--- src/design/wgtg_pkg.sv ---
// ----------------------------------------------------------------------------
// wgtg_pkg: shared types and constants of the go-to-goal controller
// Command and status bundles, result codes and CORDIC angle table.
// ----------------------------------------------------------------------------
package wgtg_pkg;

    localparam int FRAC_BITS  = 12;
    localparam int ANG_BITS   = 24;
    localparam int CORDIC_ITS = 24;
    localparam int SQRT_ITS   = 17;

    localparam logic signed [28:0] PI_A      = 29'sd52707179;
    localparam logic signed [28:0] HALF_PI_A = 29'sd26353589;
    localparam logic signed [28:0] TWO_PI_A  = 29'sd105414357;
    localparam logic signed [32:0] CORDIC_K  = 33'sd652032874;

    localparam logic [2:0] CFG_POINTS     = 3'd0;
    localparam logic [2:0] CFG_ANGLE_TOL  = 3'd1;
    localparam logic [2:0] CFG_DIST_TOL   = 3'd2;
    localparam logic [2:0] CFG_TURN_GAIN  = 3'd3;
    localparam logic [2:0] CFG_DRIVE_GAIN = 3'd4;

    localparam logic KIND_LOAD = 1'b0;
    localparam logic KIND_POSE = 1'b1;

    typedef enum logic [1:0] {
        STAT_TURN    = 2'd0,
        STAT_DRIVE   = 2'd1,
        STAT_REACHED = 2'd2,
        STAT_DONE    = 2'd3
    } stat_t;

    typedef enum logic [4:0] {
        OP_NONE, OP_WRITE, OP_POSE, OP_PREP, OP_QUAD, OP_NORM, OP_VEC, OP_ERR,
        OP_TMUL, OP_TRND, OP_SQX, OP_SQY, OP_SQRT, OP_ADV, OP_CPREP, OP_ROT,
        OP_C16, OP_DM1, OP_DM2, OP_DRND, OP_EMIT
    } op_t;

    typedef struct packed {
        op_t        op;
        logic [4:0] iter;
    } cmd_t;

    typedef struct packed {
        logic fin;
        logic zero;
        logic norm_ok;
        logic err_big;
        logic far;
    } sts_t;

    // atan(2^-i) in units of 2^-24 rad
    function automatic logic [24:0] atan_tab(input logic [4:0] i);
        logic [24:0] v;
        case (i)
            5'd0:    v = 25'd13176795;
            5'd1:    v = 25'd7778716;
            5'd2:    v = 25'd4110060;
            5'd3:    v = 25'd2086331;
            5'd4:    v = 25'd1047214;
            5'd5:    v = 25'd524117;
            5'd6:    v = 25'd262123;
            5'd7:    v = 25'd131069;
            5'd8:    v = 25'd65536;
            5'd9:    v = 25'd32768;
            5'd10:   v = 25'd16384;
            5'd11:   v = 25'd8192;
            5'd12:   v = 25'd4096;
            5'd13:   v = 25'd2048;
            5'd14:   v = 25'd1024;
            5'd15:   v = 25'd512;
            5'd16:   v = 25'd256;
            5'd17:   v = 25'd128;
            5'd18:   v = 25'd64;
            5'd19:   v = 25'd32;
            5'd20:   v = 25'd16;
            5'd21:   v = 25'd8;
            5'd22:   v = 25'd4;
            5'd23:   v = 25'd2;
            default: v = 25'd0;
        endcase
        return v;
    endfunction

    function automatic logic signed [18:0] sat19(input logic signed [51:0] v);
        logic signed [18:0] r;
        if (v > 52'sd262143)
            r = 19'sd262143;
        else if (v < -52'sd262144)
            r = -19'sd262144;
        else
            r = v[18:0];
        return r;
    endfunction

endpackage

--- src/design/wgtg_ctrl.sv ---
// ----------------------------------------------------------------------------
// wgtg_ctrl: sequencer of the go-to-goal controller
// One-hot state machine issuing at most one datapath operation per cycle.
// ----------------------------------------------------------------------------
module wgtg_ctrl
(
    input  logic           clk,
    input  logic           rst_n,
    input  logic           in_valid,
    input  logic           in_kind,
    output logic           in_ready,
    output logic           out_valid,
    input  logic           out_ready,
    input  wgtg_pkg::sts_t sts,
    output wgtg_pkg::cmd_t cmd
);
    import wgtg_pkg::*;

    typedef enum logic [19:0] {
        S_IDLE  = 20'h00001,
        S_PREP  = 20'h00002,
        S_QUAD  = 20'h00004,
        S_NORM  = 20'h00008,
        S_VEC   = 20'h00010,
        S_ERR   = 20'h00020,
        S_CMP   = 20'h00040,
        S_TMUL  = 20'h00080,
        S_TRND  = 20'h00100,
        S_SQX   = 20'h00200,
        S_SQY   = 20'h00400,
        S_SQRT  = 20'h00800,
        S_DCMP  = 20'h01000,
        S_CPREP = 20'h02000,
        S_ROT   = 20'h04000,
        S_C16   = 20'h08000,
        S_DM1   = 20'h10000,
        S_DM2   = 20'h20000,
        S_DRND  = 20'h40000,
        S_OUT   = 20'h80000
    } state_t;

    state_t     state_reg, state_next;
    logic [4:0] iter_reg, iter_next;
    logic       ov_reg, ov_next;

    always_ff @(posedge clk or negedge rst_n)
    begin
        if (!rst_n)
        begin
            state_reg <= S_IDLE;
            iter_reg  <= 5'd0;
            ov_reg    <= 1'b0;
        end
        else
        begin
            state_reg <= state_next;
            iter_reg  <= iter_next;
            ov_reg    <= ov_next;
        end
    end

    always_comb
    begin
        state_next = state_reg;
        iter_next  = 5'd0;
        ov_next    = ov_reg && !out_ready;
        cmd.op     = OP_NONE;
        cmd.iter   = iter_reg;
        case (state_reg)
            S_IDLE:
            begin
                if (in_valid)
                begin
                    if (in_kind == KIND_POSE)
                    begin
                        cmd.op     = OP_POSE;
                        state_next = S_PREP;
                    end
                    else
                    begin
                        cmd.op = OP_WRITE;
                    end
                end
            end
            S_PREP:
            begin
                cmd.op     = OP_PREP;
                state_next = sts.fin ? S_OUT : S_QUAD;
            end
            S_QUAD:
            begin
                cmd.op     = OP_QUAD;
                state_next = sts.zero ? S_ERR : S_NORM;
            end
            S_NORM:
            begin
                cmd.op = OP_NORM;
                if (sts.norm_ok)
                    state_next = S_VEC;
            end
            S_VEC:
            begin
                cmd.op    = OP_VEC;
                iter_next = iter_reg + 5'd1;
                if (iter_reg == 5'(CORDIC_ITS - 1))
                begin
                    iter_next  = 5'd0;
                    state_next = S_ERR;
                end
            end
            S_ERR:
            begin
                cmd.op     = OP_ERR;
                state_next = S_CMP;
            end
            S_CMP:   state_next = sts.err_big ? S_TMUL : S_SQX;
            S_TMUL:
            begin
                cmd.op     = OP_TMUL;
                state_next = S_TRND;
            end
            S_TRND:
            begin
                cmd.op     = OP_TRND;
                state_next = S_OUT;
            end
            S_SQX:
            begin
                cmd.op     = OP_SQX;
                state_next = S_SQY;
            end
            S_SQY:
            begin
                cmd.op     = OP_SQY;
                state_next = S_SQRT;
            end
            S_SQRT:
            begin
                cmd.op    = OP_SQRT;
                iter_next = iter_reg + 5'd1;
                if (iter_reg == 5'(SQRT_ITS - 1))
                begin
                    iter_next  = 5'd0;
                    state_next = S_DCMP;
                end
            end
            S_DCMP:
            begin
                if (sts.far)
                    state_next = S_CPREP;
                else
                begin
                    cmd.op     = OP_ADV;
                    state_next = S_OUT;
                end
            end
            S_CPREP:
            begin
                cmd.op     = OP_CPREP;
                state_next = S_ROT;
            end
            S_ROT:
            begin
                cmd.op    = OP_ROT;
                iter_next = iter_reg + 5'd1;
                if (iter_reg == 5'(CORDIC_ITS - 1))
                begin
                    iter_next  = 5'd0;
                    state_next = S_C16;
                end
            end
            S_C16:
            begin
                cmd.op     = OP_C16;
                state_next = S_DM1;
            end
            S_DM1:
            begin
                cmd.op     = OP_DM1;
                state_next = S_DM2;
            end
            S_DM2:
            begin
                cmd.op     = OP_DM2;
                state_next = S_DRND;
            end
            S_DRND:
            begin
                cmd.op     = OP_DRND;
                state_next = S_OUT;
            end
            S_OUT:
            begin
                if (!ov_reg || out_ready)
                begin
                    cmd.op     = OP_EMIT;
                    ov_next    = 1'b1;
                    state_next = S_IDLE;
                end
            end
            default: state_next = S_IDLE;
        endcase
    end

    assign in_ready  = (state_reg == S_IDLE);
    assign out_valid = ov_reg;

endmodule

--- src/design/wgtg_dp.sv ---
// ----------------------------------------------------------------------------
// wgtg_dp: datapath of the go-to-goal controller
// Waypoint store, config registers, shared CORDIC, square root and multiplier.
// ----------------------------------------------------------------------------
module wgtg_dp
#(
    parameter int MAX_POINTS = 16
)
(
    input  logic                     clk,
    input  logic                     rst_n,
    input  wgtg_pkg::cmd_t           cmd,
    output wgtg_pkg::sts_t           sts,
    input  logic                     cfg_we,
    input  logic [2:0]               cfg_index,
    input  logic [15:0]              cfg_data,
    input  logic [3:0]               point_slot,
    input  logic [15:0]              point_x,
    input  logic [15:0]              point_y,
    input  logic [15:0]              pose_x,
    input  logic [15:0]              pose_y,
    input  logic signed [14:0]       heading,
    output wgtg_pkg::stat_t          status,
    output logic signed [18:0]       turn_rate,
    output logic signed [18:0]       drive_speed,
    output logic [4:0]               target_slot
);
    import wgtg_pkg::*;

    localparam int AW = $clog2(MAX_POINTS);
    localparam int RSH = ANG_BITS - FRAC_BITS;

    logic [31:0] mem [MAX_POINTS];
    logic [31:0] rd_reg;

    logic [4:0]  pts_reg;
    logic [11:0] atol_reg;
    logic [15:0] dtol_reg, tgain_reg, dgain_reg;
    logic [4:0]  tgt_reg;

    logic [15:0]        px_reg, py_reg;
    logic signed [14:0] hd_reg;
    logic signed [16:0] dx_reg, dy_reg, err_reg;
    logic signed [32:0] cx_reg, cy_reg;
    logic signed [28:0] cz_reg;
    logic               neg_reg;
    logic signed [51:0] prod_reg;
    logic [33:0]        n_reg, r_reg;
    logic [32:0]        bit_reg;
    logic signed [17:0] c16_reg;

    stat_t              res_st_reg, out_st_reg;
    logic signed [18:0] res_turn_reg, res_drive_reg, out_turn_reg, out_drive_reg;
    logic [4:0]         res_slot_reg, out_slot_reg;

    // config and target
    always_ff @(posedge clk or negedge rst_n)
    begin
        if (!rst_n)
        begin
            pts_reg   <= 5'd16;
            atol_reg  <= 12'd41;
            dtol_reg  <= 16'd410;
            tgain_reg <= 16'd2560;
            dgain_reg <= 16'd512;
            tgt_reg   <= 5'd0;
        end
        else
        begin
            if (cfg_we)
            begin
                case (cfg_index)
                    CFG_POINTS:     pts_reg   <= cfg_data[4:0];
                    CFG_ANGLE_TOL:  atol_reg  <= cfg_data[11:0];
                    CFG_DIST_TOL:   dtol_reg  <= cfg_data;
                    CFG_TURN_GAIN:  tgain_reg <= cfg_data;
                    CFG_DRIVE_GAIN: dgain_reg <= cfg_data;
                    default:        ;
                endcase
            end
            if (cmd.op == OP_ADV)
                tgt_reg <= tgt_reg + 5'd1;
        end
    end

    // waypoint store, x low and y high
    always_ff @(posedge clk)
    begin
        if (cmd.op == OP_WRITE && 32'(point_slot) < 32'(MAX_POINTS))
            mem[AW'(point_slot)] <= {point_y, point_x};
        rd_reg <= mem[AW'(tgt_reg)];
    end

    // combinational helpers
    logic signed [16:0] qx, qy;
    logic signed [28:0] qz;
    logic signed [32:0] ay, mx, xs, ys, xf;
    logic signed [28:0] tab, e0, e1;
    logic               dsel, eneg;
    logic signed [16:0] ang;
    logic [33:0]        sq_t;
    logic [16:0]        root_q;
    logic signed [33:0] op_a;
    logic signed [17:0] op_b;
    logic signed [51:0] mul, rnd8, rnd24;

    always_comb
    begin
        qx = dx_reg;
        qy = dy_reg;
        qz = 29'sd0;
        if (dx_reg < 0)
        begin
            if (dy_reg >= 0)
            begin
                qx = dy_reg;
                qy = -dx_reg;
                qz = HALF_PI_A;
            end
            else
            begin
                qx = -dy_reg;
                qy = dx_reg;
                qz = -HALF_PI_A;
            end
        end

        ay  = (cy_reg < 0) ? -cy_reg : cy_reg;
        mx  = (cx_reg > ay) ? cx_reg : ay;
        xs  = cx_reg >>> cmd.iter;
        ys  = cy_reg >>> cmd.iter;
        tab = $signed({4'd0, atan_tab(cmd.iter)});
        dsel = (cmd.op == OP_ROT) ? (cz_reg >= 0) : (cy_reg < 0);

        ang = 17'((cz_reg + 29'sd2048) >>> RSH);

        sq_t   = r_reg + {1'b0, bit_reg};
        root_q = r_reg[16:0];

        // angle reduction to (-pi, pi], then fold into [-pi/2, pi/2]
        e0 = $signed({err_reg, 12'd0});
        if (e0 > PI_A)
            e0 = e0 - TWO_PI_A;
        else if (e0 <= -PI_A)
            e0 = e0 + TWO_PI_A;
        e1   = e0;
        eneg = 1'b0;
        if (e0 > HALF_PI_A)
        begin
            e1   = e0 - PI_A;
            eneg = 1'b1;
        end
        else if (e0 < -HALF_PI_A)
        begin
            e1   = e0 + PI_A;
            eneg = 1'b1;
        end

        xf = neg_reg ? -cx_reg : cx_reg;

        case (cmd.op)
            OP_TMUL:
            begin
                op_a = $signed({18'd0, tgain_reg});
                op_b = {err_reg[16], err_reg};
            end
            OP_SQX:
            begin
                op_a = {{17{dx_reg[16]}}, dx_reg};
                op_b = {dx_reg[16], dx_reg};
            end
            OP_SQY:
            begin
                op_a = {{17{dy_reg[16]}}, dy_reg};
                op_b = {dy_reg[16], dy_reg};
            end
            OP_DM1:
            begin
                op_a = $signed({18'd0, dgain_reg});
                op_b = $signed({1'b0, root_q});
            end
            OP_DM2:
            begin
                op_a = prod_reg[33:0];
                op_b = c16_reg;
            end
            default:
            begin
                op_a = 34'sd0;
                op_b = 18'sd0;
            end
        endcase
        mul   = op_a * op_b;
        rnd8  = (prod_reg + 52'sd128) >>> 8;
        rnd24 = (prod_reg + 52'sd8388608) >>> 24;
    end

    always_ff @(posedge clk)
    begin
        case (cmd.op)
            OP_POSE:
            begin
                px_reg <= pose_x;
                py_reg <= pose_y;
                hd_reg <= heading;
            end
            OP_PREP:
            begin
                dx_reg        <= $signed({1'b0, rd_reg[15:0]}) - $signed({1'b0, px_reg});
                dy_reg        <= $signed({1'b0, rd_reg[31:16]}) - $signed({1'b0, py_reg});
                res_st_reg    <= STAT_DONE;
                res_turn_reg  <= 19'sd0;
                res_drive_reg <= 19'sd0;
                res_slot_reg  <= tgt_reg;
            end
            OP_QUAD:
            begin
                cx_reg <= 33'(qx);
                cy_reg <= 33'(qy);
                cz_reg <= qz;
            end
            OP_NORM:
            begin
                if (!sts.norm_ok)
                begin
                    if (mx < 33'sd16777216)
                    begin
                        cx_reg <= cx_reg <<< 4;
                        cy_reg <= cy_reg <<< 4;
                    end
                    else
                    begin
                        cx_reg <= cx_reg <<< 1;
                        cy_reg <= cy_reg <<< 1;
                    end
                end
            end
            OP_VEC, OP_ROT:
            begin
                if (dsel)
                begin
                    cx_reg <= cx_reg - ys;
                    cy_reg <= cy_reg + xs;
                    cz_reg <= cz_reg - tab;
                end
                else
                begin
                    cx_reg <= cx_reg + ys;
                    cy_reg <= cy_reg - xs;
                    cz_reg <= cz_reg + tab;
                end
            end
            OP_ERR:  err_reg <= ang - 17'(hd_reg);
            OP_TMUL, OP_DM1, OP_DM2: prod_reg <= mul;
            OP_TRND:
            begin
                res_st_reg   <= STAT_TURN;
                res_turn_reg <= sat19(rnd8);
            end
            OP_SQX:  n_reg <= mul[33:0];
            OP_SQY:
            begin
                n_reg   <= n_reg + mul[33:0];
                r_reg   <= 34'd0;
                bit_reg <= 33'h1_0000_0000;
            end
            OP_SQRT:
            begin
                if (n_reg >= sq_t)
                begin
                    n_reg <= n_reg - sq_t;
                    r_reg <= (r_reg >> 1) + {1'b0, bit_reg};
                end
                else
                begin
                    r_reg <= r_reg >> 1;
                end
                bit_reg <= bit_reg >> 2;
            end
            OP_ADV:  res_st_reg <= STAT_REACHED;
            OP_CPREP:
            begin
                cx_reg  <= CORDIC_K;
                cy_reg  <= 33'sd0;
                cz_reg  <= e1;
                neg_reg <= eneg;
            end
            OP_C16:  c16_reg <= 18'((xf + 33'sd8192) >>> 14);
            OP_DRND:
            begin
                res_st_reg    <= STAT_DRIVE;
                res_drive_reg <= sat19(rnd24);
            end
            OP_EMIT:
            begin
                out_st_reg    <= res_st_reg;
                out_turn_reg  <= res_turn_reg;
                out_drive_reg <= res_drive_reg;
                out_slot_reg  <= res_slot_reg;
            end
            default: ;
        endcase
    end

    assign sts.fin     = (tgt_reg >= pts_reg) || (32'(tgt_reg) >= 32'(MAX_POINTS));
    assign sts.zero    = (dx_reg == 17'sd0) && (dy_reg == 17'sd0);
    assign sts.norm_ok = (mx >= 33'sd268435456);
    assign sts.err_big = (err_reg > $signed({5'd0, atol_reg}))
                      || (err_reg < -$signed({5'd0, atol_reg}));
    assign sts.far     = (root_q > {1'b0, dtol_reg});

    assign status      = out_st_reg;
    assign turn_rate   = out_turn_reg;
    assign drive_speed = out_drive_reg;
    assign target_slot = out_slot_reg;

endmodule

--- src/design/waypoint_go_to_goal_controller_unit.sv ---
// Sequence: a load beat is stored when it is accepted; a pose beat gives its result
// when finished, when turning, or when driving, the longest case (normalise, 24 atan2
// CORDIC steps, 17 square-root steps, 24 cosine CORDIC steps, multiplies). Flow:
// one pose beat at a time, the next taken once the result is registered; a new beat
// is taken while it waits.
// Reset: rst_n async; config to defaults, target to 0, store contents undefined.
// ----------------------------------------------------------------------------
// waypoint_go_to_goal_controller_unit: waypoint follower top level
// Stream in/out, config write port, controller and datapath.
// ----------------------------------------------------------------------------
module waypoint_go_to_goal_controller_unit
#(
    parameter int MAX_POINTS = 16
)
(
    input  logic        clk,
    input  logic        rst_n,
    input  logic        s_axis_tvalid,
    output logic        s_axis_tready,
    // slot[3:0] point_x[19:4] point_y[35:20] pose_x[51:36] pose_y[67:52]
    // heading[82:68] zero[87:83]
    input  logic [87:0] s_axis_tdata,
    // kind[0]
    input  logic        s_axis_tuser,
    output logic        m_axis_tvalid,
    input  logic        m_axis_tready,
    // turn_rate[18:0] drive_speed[37:19] target_slot[42:38] zero[47:43]
    output logic [47:0] m_axis_tdata,
    // status[1:0]
    output logic [1:0]  m_axis_tuser,
    input  logic        cfg_we,
    input  logic [2:0]  cfg_index,
    input  logic [15:0] cfg_data
);
    import wgtg_pkg::*;

    cmd_t               cmd;
    sts_t               sts;
    stat_t              status;
    logic signed [18:0] turn_rate, drive_speed;
    logic [4:0]         target_slot;

    wgtg_ctrl u_ctrl
    (
        .clk       (clk),
        .rst_n     (rst_n),
        .in_valid  (s_axis_tvalid),
        .in_kind   (s_axis_tuser),
        .in_ready  (s_axis_tready),
        .out_valid (m_axis_tvalid),
        .out_ready (m_axis_tready),
        .sts       (sts),
        .cmd       (cmd)
    );

    wgtg_dp #(.MAX_POINTS(MAX_POINTS)) u_dp
    (
        .clk         (clk),
        .rst_n       (rst_n),
        .cmd         (cmd),
        .sts         (sts),
        .cfg_we      (cfg_we),
        .cfg_index   (cfg_index),
        .cfg_data    (cfg_data),
        .point_slot  (s_axis_tdata[3:0]),
        .point_x     (s_axis_tdata[19:4]),
        .point_y     (s_axis_tdata[35:20]),
        .pose_x      (s_axis_tdata[51:36]),
        .pose_y      (s_axis_tdata[67:52]),
        .heading     ($signed(s_axis_tdata[82:68])),
        .status      (status),
        .turn_rate   (turn_rate),
        .drive_speed (drive_speed),
        .target_slot (target_slot)
    );

    assign m_axis_tdata = {5'd0, target_slot, drive_speed, turn_rate};
    assign m_axis_tuser = status;

    a_pose_busy: assert property (@(posedge clk) disable iff (!rst_n)
        (s_axis_tvalid && s_axis_tready && s_axis_tuser == KIND_POSE) |=> !s_axis_tready)
        else $error("pose beat did not start processing");

    a_load_free: assert property (@(posedge clk) disable iff (!rst_n)
        (s_axis_tvalid && s_axis_tready && s_axis_tuser == KIND_LOAD) |=> s_axis_tready)
        else $error("load beat stalled input");

    a_turn_only: assert property (@(posedge clk) disable iff (!rst_n)
        (m_axis_tvalid && m_axis_tuser != STAT_TURN) |-> (m_axis_tdata[18:0] == 19'd0))
        else $error("turn rate set outside turning");

    a_drive_only: assert property (@(posedge clk) disable iff (!rst_n)
        (m_axis_tvalid && m_axis_tuser != STAT_DRIVE) |-> (m_axis_tdata[37:19] == 19'd0))
        else $error("drive speed set outside driving");

endmodule

--- config.mk ---
export PLATFORM = sky130hd
export DESIGN_NAME = waypoint_go_to_goal_controller_unit
export DESIGN_NICKNAME = d
export VERILOG_FILES = /design/src/design/wgtg_pkg.sv /design/src/design/wgtg_ctrl.sv /design/src/design/wgtg_dp.sv /design/src/design/waypoint_go_to_goal_controller_unit.sv
export SDC_FILE = /design/constraint.sdc
export NUM_CORES = 2
export LEC_CHECK = 0
export BUFFER_PORTS_ARGS = -buffer_cell sky130_fd_sc_hd__buf_4
export CAP_MARGIN = 10
export CORE_MARGIN = 5
export CORE_UTILIZATION = 55
export CTS_CLUSTER_SIZE = 10
export DETAILED_ROUTE_END_ITERATION = 12
export PLACE_DENSITY_LB_ADDON = 0.3
export SETUP_SLACK_MARGIN = 0.05
export SYNTH_ARGS = -nofsm -noshare
export SYNTH_HDL_FRONTEND = slang
export SYNTH_SLANG_ARGS = --single-unit
--- constraint.sdc ---
create_clock -name clk -period 22.7 [get_ports clk]
set_input_delay 4.54 -clock clk [delete_from_list [all_inputs] [get_ports clk]]
set_output_delay 4.54 -clock clk [all_outputs]
set_load 0.005 [all_outputs]
# Yosys cells after proc, flatten, opt, wreduce, memory -nomap -nowiden
# Memory sizes are Yosys's and may differ from the RTL's. A register that Yosys moved wholly into a read port is not among the register bits.
# Index checks and enable logic that the tools add are counted.
# op_classes
bitwise_logic	0
mul	1
eq_ne	55
n_mux	63
n_lt_le_gt_ge	21
shifts	2
addsub	28
reduce_logical	29
n_div	0
# op_table
operator	n
20-bit one-hot mux with 19 select lines	1
33-bit two-way mux	8
33-bit one-hot mux with 4 select lines	2
29-bit two-way mux	7
20-bit two-way mux	9
34-bit one-hot mux with 5 select lines	1
34-bit one-hot mux with 3 select lines	1
5-bit one-hot mux with 19 select lines	1
18-bit one-hot mux with 5 select lines	1
29-bit one-hot mux with 3 select lines	1
19-bit two-way mux	4
19-bit one-hot mux with 2 select lines	2
17-bit two-way mux	4
34-bit two-way mux	2
34-bit one-hot mux with 2 select lines	1
33-bit adder	2
33-bit one-hot mux with 2 select lines	1
33-bit by 5-bit >>> shifter with 33-bit output	2
33-bit subtractor	2
52-bit by 25-bit adder with 52-bit output (second input constant)	1
52-bit by 9-bit adder with 52-bit output (second input constant)	1
34-bit by 18-bit multiplier with 52-bit output	1
44-bit by 19-bit > comparator with 1-bit output (second input constant)	1
44-bit by 19-bit less-than comparator with 1-bit output (second input constant)	1
89 further kinds	142
# totals
mem_bits_rw	512
regBits	551
latchBits	0
rom_bits	768
memories	2
word_cells	233
inputBits	113
out_inout_bits	52
# memory_table
name	words	width	rd	rd_clocked_by_memory_dff	write_ports	line	text
(no name shown)	32	24	1	0	0	wgtg_pkg.sv:55	case (i)
u_dp.mem	16	32	1	1	1	wgtg_dp.sv:33	logic [31:0] mem [MAX_POINTS];

# Depth between registers and ports, before layout
# logic_depth
word_depth	9
depth_mapped	47
ltp_nobuf	42

# Modules after synthesis
# Synthesis repeated with hierarchy kept, for this count alone.
# hier_totals
hier_cells	8412
hier_area_um2	88357.2
# by_module_without_submodules
module	seq_area_each_um2	instances	cells_per_inst	area_each_um2
wgtg_dp	30964.7	1	8237	86695.6
wgtg_ctrl	651.9	1	169	1620.3
waypoint_go_to_goal_controller_unit	0.0	1	6	41.3

# Worst setup path before layout
# OpenSTA, ideal clock, no wires.
# synth_path
kind	register -> register
start	register u_ctrl.state_reg[4]
end	register u_dp.n_reg[32] (data pin)
t_required_ns	22.441
path_buffers	3
synth_period_minus_slack_ns	10.332
stages_incl_launch_ff	44
slack_ns	12.368
setup_ns	0.259
t_arrival_ns	10.073
path_cell_list	dfrtp_1 nor4_1 nand3_1 nor2_1 nand2_1 or3_1 nor3b_1 clkbuf_1 buf_1 nand2_1 nand4_1 clkbuf_1 nand2_1 fa_1 inv_1 fa_1 inv_1 fa_1 [8 not listed] o21ai_0 a21oi_1 nand2_1 a21o_1 a21o_1 a21o_1 a21oi_1 xnor2_1 ha_1 a21o_1 a21oi_1 o21a_1 a31oi_1 a311oi_1 a21oi_1 nor2_1 nor4b_1 a211o_1
# synth_between
elab_chain_cells	7
elab_cells_between_ends	31
classes_between	add/sub (1); mul (1); eq/ne (25); mux (4)
# synth_rtl
item	line	text
start: declaration	wgtg_ctrl.sv:42	state_t state_reg, state_next;
start signal: assignment	wgtg_ctrl.sv:56	state_reg <= state_next;
20-bit == test (tied with other cells)	wgtg_ctrl.sv:69	case (state_reg)
5-bit one-hot mux with 19 select lines (*)	wgtg_ctrl.sv:69	
5-bit == test or 5-bit by 4-bit == test with 1-bit output (tied branches)	wgtg_dp.sv:161	case (cmd.op)
34-bit one-hot mux with 5 select lines or 18-bit one-hot mux with 5 select lines (tied branches)	wgtg_dp.sv:161	
34-bit by 18-bit multiplier with 52-bit output (*)	wgtg_dp.sv:193	mul = op_a * op_b;
named net u_dp.mul[24]	wgtg_dp.sv:105	logic signed [51:0] mul, rnd8, rnd24;
34-bit adder (*)	wgtg_dp.sv:263	n_reg <= n_reg + mul[33:0];
34-bit one-hot mux with 3 select lines (*)	wgtg_dp.sv:200	case (cmd.op)
end signal: assignment	wgtg_dp.sv:260	OP_SQX: n_reg <= mul[33:0];
end signal: assignment	wgtg_dp.sv:263	
end signal: assignment	wgtg_dp.sv:271	n_reg <= n_reg - sq_t;
end: declaration	wgtg_dp.sv:48	logic [33:0] n_reg, r_reg;
# Mark *: on every way through the listed nets, which the timed path passes. The rest lies on a longest branch.
# A chain may end at the register's enable or synchronous reset.

# Worst setup path after layout
# layout_path
start	register u_ctrl.state_reg[9]
end	register u_dp.n_reg[32] (data pin)
# Same word-level chain as after synthesis.

==> flow_metrics.py <==
metrics = {
    "routing": {
        "final_antenna_net_count": 0,
        "viasPerCell": 6.45,
        "first_pass_iters": 7,
        "via_count": 69300,
        "drc": 0,
        "wl_mm": 277,
        "drtIter0Drc": 8137,
        "wl_per_cell_um": 25.8,
    },
    "cts": {
        "cts_setup_buffers": 0,
        "clk_path_buf_depth": 3,
        "cts_tree": "built",
        "cts_made_buffers": 133,
        "h-tree-depth": 4,
        "clock_sinks": 1079,
        "cts_hold_buf": 0,
        "cts_root_buf": "clkbuf_16",
        "clock_latency_ns": 0.83,
        "cts_resized": 0,
        "cts.clk_slew.worst_paths_ns": 0.06,
    },
    "final_layout": {
        "syn2layout_area_growth_pct": 8.52,
        "num-fill-cells": 12900,
        "largest_register_ffs": 512,
        "fin_util": 0.600,
        "drive_gt1_frac": 0.104,
        "multiInputGateArea_um2": 51900,
        "fin_nets": 9650,
        "ff_latch_area_um2": 31600,
    },
    "global_route": {
        "gr-total-overflow": 0,
        "antenna_found_initial": 15,
        "track_usage": 0.325,
        "grt_pass1_vias": 68700,
        "grt_max_degree": 81,
        "grt_pass1_wl_mm": 418,
    },
    "synthesis": {
        "synthMuxAreaShare": 0.0846,
        "yosys_warnings": 0,
        "synth_cell_types": 100,
        "synth_cells": 8483,
        "synth_top_area_frac": 0.323,
        "synth_largest_area_cell": "edfxtp_1",
        "synth_common_cells": "nand2_1 (960), edfxtp_1 (951), inv_1 (882)",
        "synth-async-reset-ratio": 0.0890,
        "synth_flop_cell": "edfxtp_1",
        "synth.avg_cell_area_um2": 10.4,
        "syn_area_um2": 88500,
        "synth-adder-area-share": 0.202,
        "synth_simple_gate_area_frac": 0.127,
        "ys_ff_latch": 1079,
        "seq_area_frac_synth": 0.357,
        "synthTopCellsByArea": "edfxtp_1 (32%), fa_1 (13%), ha_1 (6.8%)",
        "synth_edf_count": 951,
        "synth_top_family_by_area": "adder cells",
        "synthXorXnorAreaFrac": 0.0543,
        "synth_compound_area_frac": 0.116,
        "yosysMostFrequentCell": "nand2_1",
    },
    "sta": {
        "worstMarginPinSlew_ns": 1.18,
        "rsz0062_at_grt": "false",
        "finalWorstSetupSlack_ns": 10.37,
        "hold_violations": 0,
        "fin_tns_setup_ns": 0,
        "clock.fmax_ghz": 0.0811,
        "period_share": 0.543,
        "skew_ns": 0.0665,
        "slew_viol_final": 0,
        "setup-violations-final": 0,
        "fin_crit_ns": 12.33,
        "relSlewSlack": 0.209,
    },
    "power_and_ir_drop": {
        "power_mw": 5.30,
        "total_leakage_power_nw": 38.5,
        "vdd.ir_drop.worst_mv": 0.0840,
        "p_per_area_nw_per_um2": 55.1,
    },
    "critical_path": {
        "critPathKind": "reg2reg",
        "required_ns": 23.21,
        "path_common_cell": "fa_1",
        "start_kind": "flop",
        "timing.rr.start": "u_ctrl.state_reg[9]",
        "slowest_delay_ns": 0.78,
        "cp_max_fo": 39,
        "crit_start": "u_ctrl.state_reg[9]",
        "cp_slowest_cell": "and3b_2",
        "critPathCapture": "u_dp.n_reg[32]",
        "critPathCaptureType": "flop",
        "r2r-end": "u_dp.n_reg[32]",
        "crit_arrival_ns": 12.84,
        "rrSetupSlack_ns": 10.37,
        "reg2reg_depth": 36,
    },
    "placement": {
        "place.gp.congestion": 0.989,
        "numPortBuffers": 154,
        "dp_slack_ns": 10.61,
        "dp_hpwl_mm": 193,
    },
    "floorplan": {
        "die_area_um2": 169000,
        "die_h_um": 411,
        "num_io_pins": 165,
        "rows": 147,
        "die_w_um": 411,
        "core_area_um2": 160000,
        "initial_core_util": 0.552,
    },
    "run_status": {
        "outcome": "completed",
    },
    "job": {
        "maxCapViolCount": 0,
    },
    "hold_path": {
        "worstHoldPathType": "reg2reg",
    },
}
-- metrics by stage --
step           instances  area (um2)  hold WS, ns
6_report           10700       96000        0.407
4_1_cts            10700       96000        0.416
3_5_place_dp       10500       91700        0.405
5_1_grt            10700       96000        0.421
3_3_place_gp       10500       91700        0.404
2_1_floorplan       8487       88500        0.400
-- report_power, final --
group,internal (mW),switching (mW),total [mW],leakage [nW]
Clock,1.17,0.913,2.09,2.03
Combinational,0.346,0.516,0.862,26.3
Sequential,2.26,0.0868,2.35,10.1
-- worst min path at each step --
stage / start / end / slack, ns / cells after the start
6_report: u_dp.res_slot_reg[0] / u_dp.target_slot[0] / 0.41 / 0
5_1_grt: u_dp.res_turn_reg[16] / u_dp.turn_rate[16] / 0.42 / 0
4_1_cts: u_dp.res_drive_reg[10] / u_dp.drive_speed[10] / 0.42 / 0
3_5_place_dp: u_dp.res_drive_reg[13] / u_dp.drive_speed[13] / 0.40 / 0
3_3_place_gp: u_dp.res_turn_reg[2] / u_dp.turn_rate[2] / 0.40 / 0
2_1_floorplan: u_dp.res_drive_reg[0] / u_dp.drive_speed[0] / 0.40 / 0
-- area by class of cell --
class | instances | share of cell area
diodes | 9 | 0.000234
clock buffers | 211 | 0.0389
clock inverters | 30 | 0.00567
inverters | 886 | 0.0346
multi-input cells | 6083 | 0.541
flip-flops and latches | 1079 | 0.329
well taps | 2160 | 0.0281
repair buffers | 283 | 0.0223
-- routing by layer --
metal  wire length (um)  part of all wire  up-vias  GRT usage
met5                 26          0.000094        -          0
met4              14100             0.051        4      0.144
met3              32200              0.12      818     0.0832
met2             125000              0.45     4204      0.504
met1             106000              0.38    34300      0.433
li1                   -                 -    30000          -
-- critical path, delay by kind of cell, from the launching register on --
kind / cells / cell delay, ns
simple gates: 15 / 4.41
fa+ha+maj: 8 / 3.60
compound gates: 7 / 2.29
buf+inv: 5 / 0.75
xor+xnor: 1 / 0.53
flops: 1 / 0.44
-- logic make-up (layout without fill, tap and decap cells) --
| family | Yosys count | in the layout |
|---|---|---|
| AOI/OAI and AO/OA | 1592 | 1592 |
| xor gates and xnor gates | 548 | 548 |
| adders and majority gates | 1071 | 1071 |
| buffers and inverters | 1325 | 1410 |
| DFF | 1079 | 1079 |
| muxes | 435 | 435 |
| other | 1 | 14 |
| and+or+nand+nor | 2432 | 2432 |
-- cell usage in the layout (no fill, tap or decap), types with 32 or more instances in the layout --
cell type  netlist  layout
a211oi_1        52      52
a21o_1         129     128
a21oi_1        386     382
a22oi_1         53      53
a31oi_1         94      94
and2_1          56      56
and3_1          53      52
and4_1          42      42
buf_4           12     282
clkbuf_1       340      68
clkbuf_16        0     134
dfrtp_1         83      74
dfxtp_1         32      32
edfxtp_1       951     951
fa_1           593     593
ha_1           478     478
inv_1          882     879
mux2_2          61      61
mux2i_1        130     130
mux4_2         244     244
nand2_1        960     959
nand2b_1        75      75
nand3_1        134     132
nand4_1         92      92
nor2_1         634     620
nor2b_1         62      62
nor3_1         111     105
nor4_1          42      42
o211ai_1        46      46
o21a_1          57      57
o21ai_0        374     374
o21bai_1        41      41
o221ai_1        55      55
o31ai_1         43      43
or3_1           42      41
xnor2_1        312     312
xor2_1         235     235
Note: power is estimated with default switching activity, not from simulation.
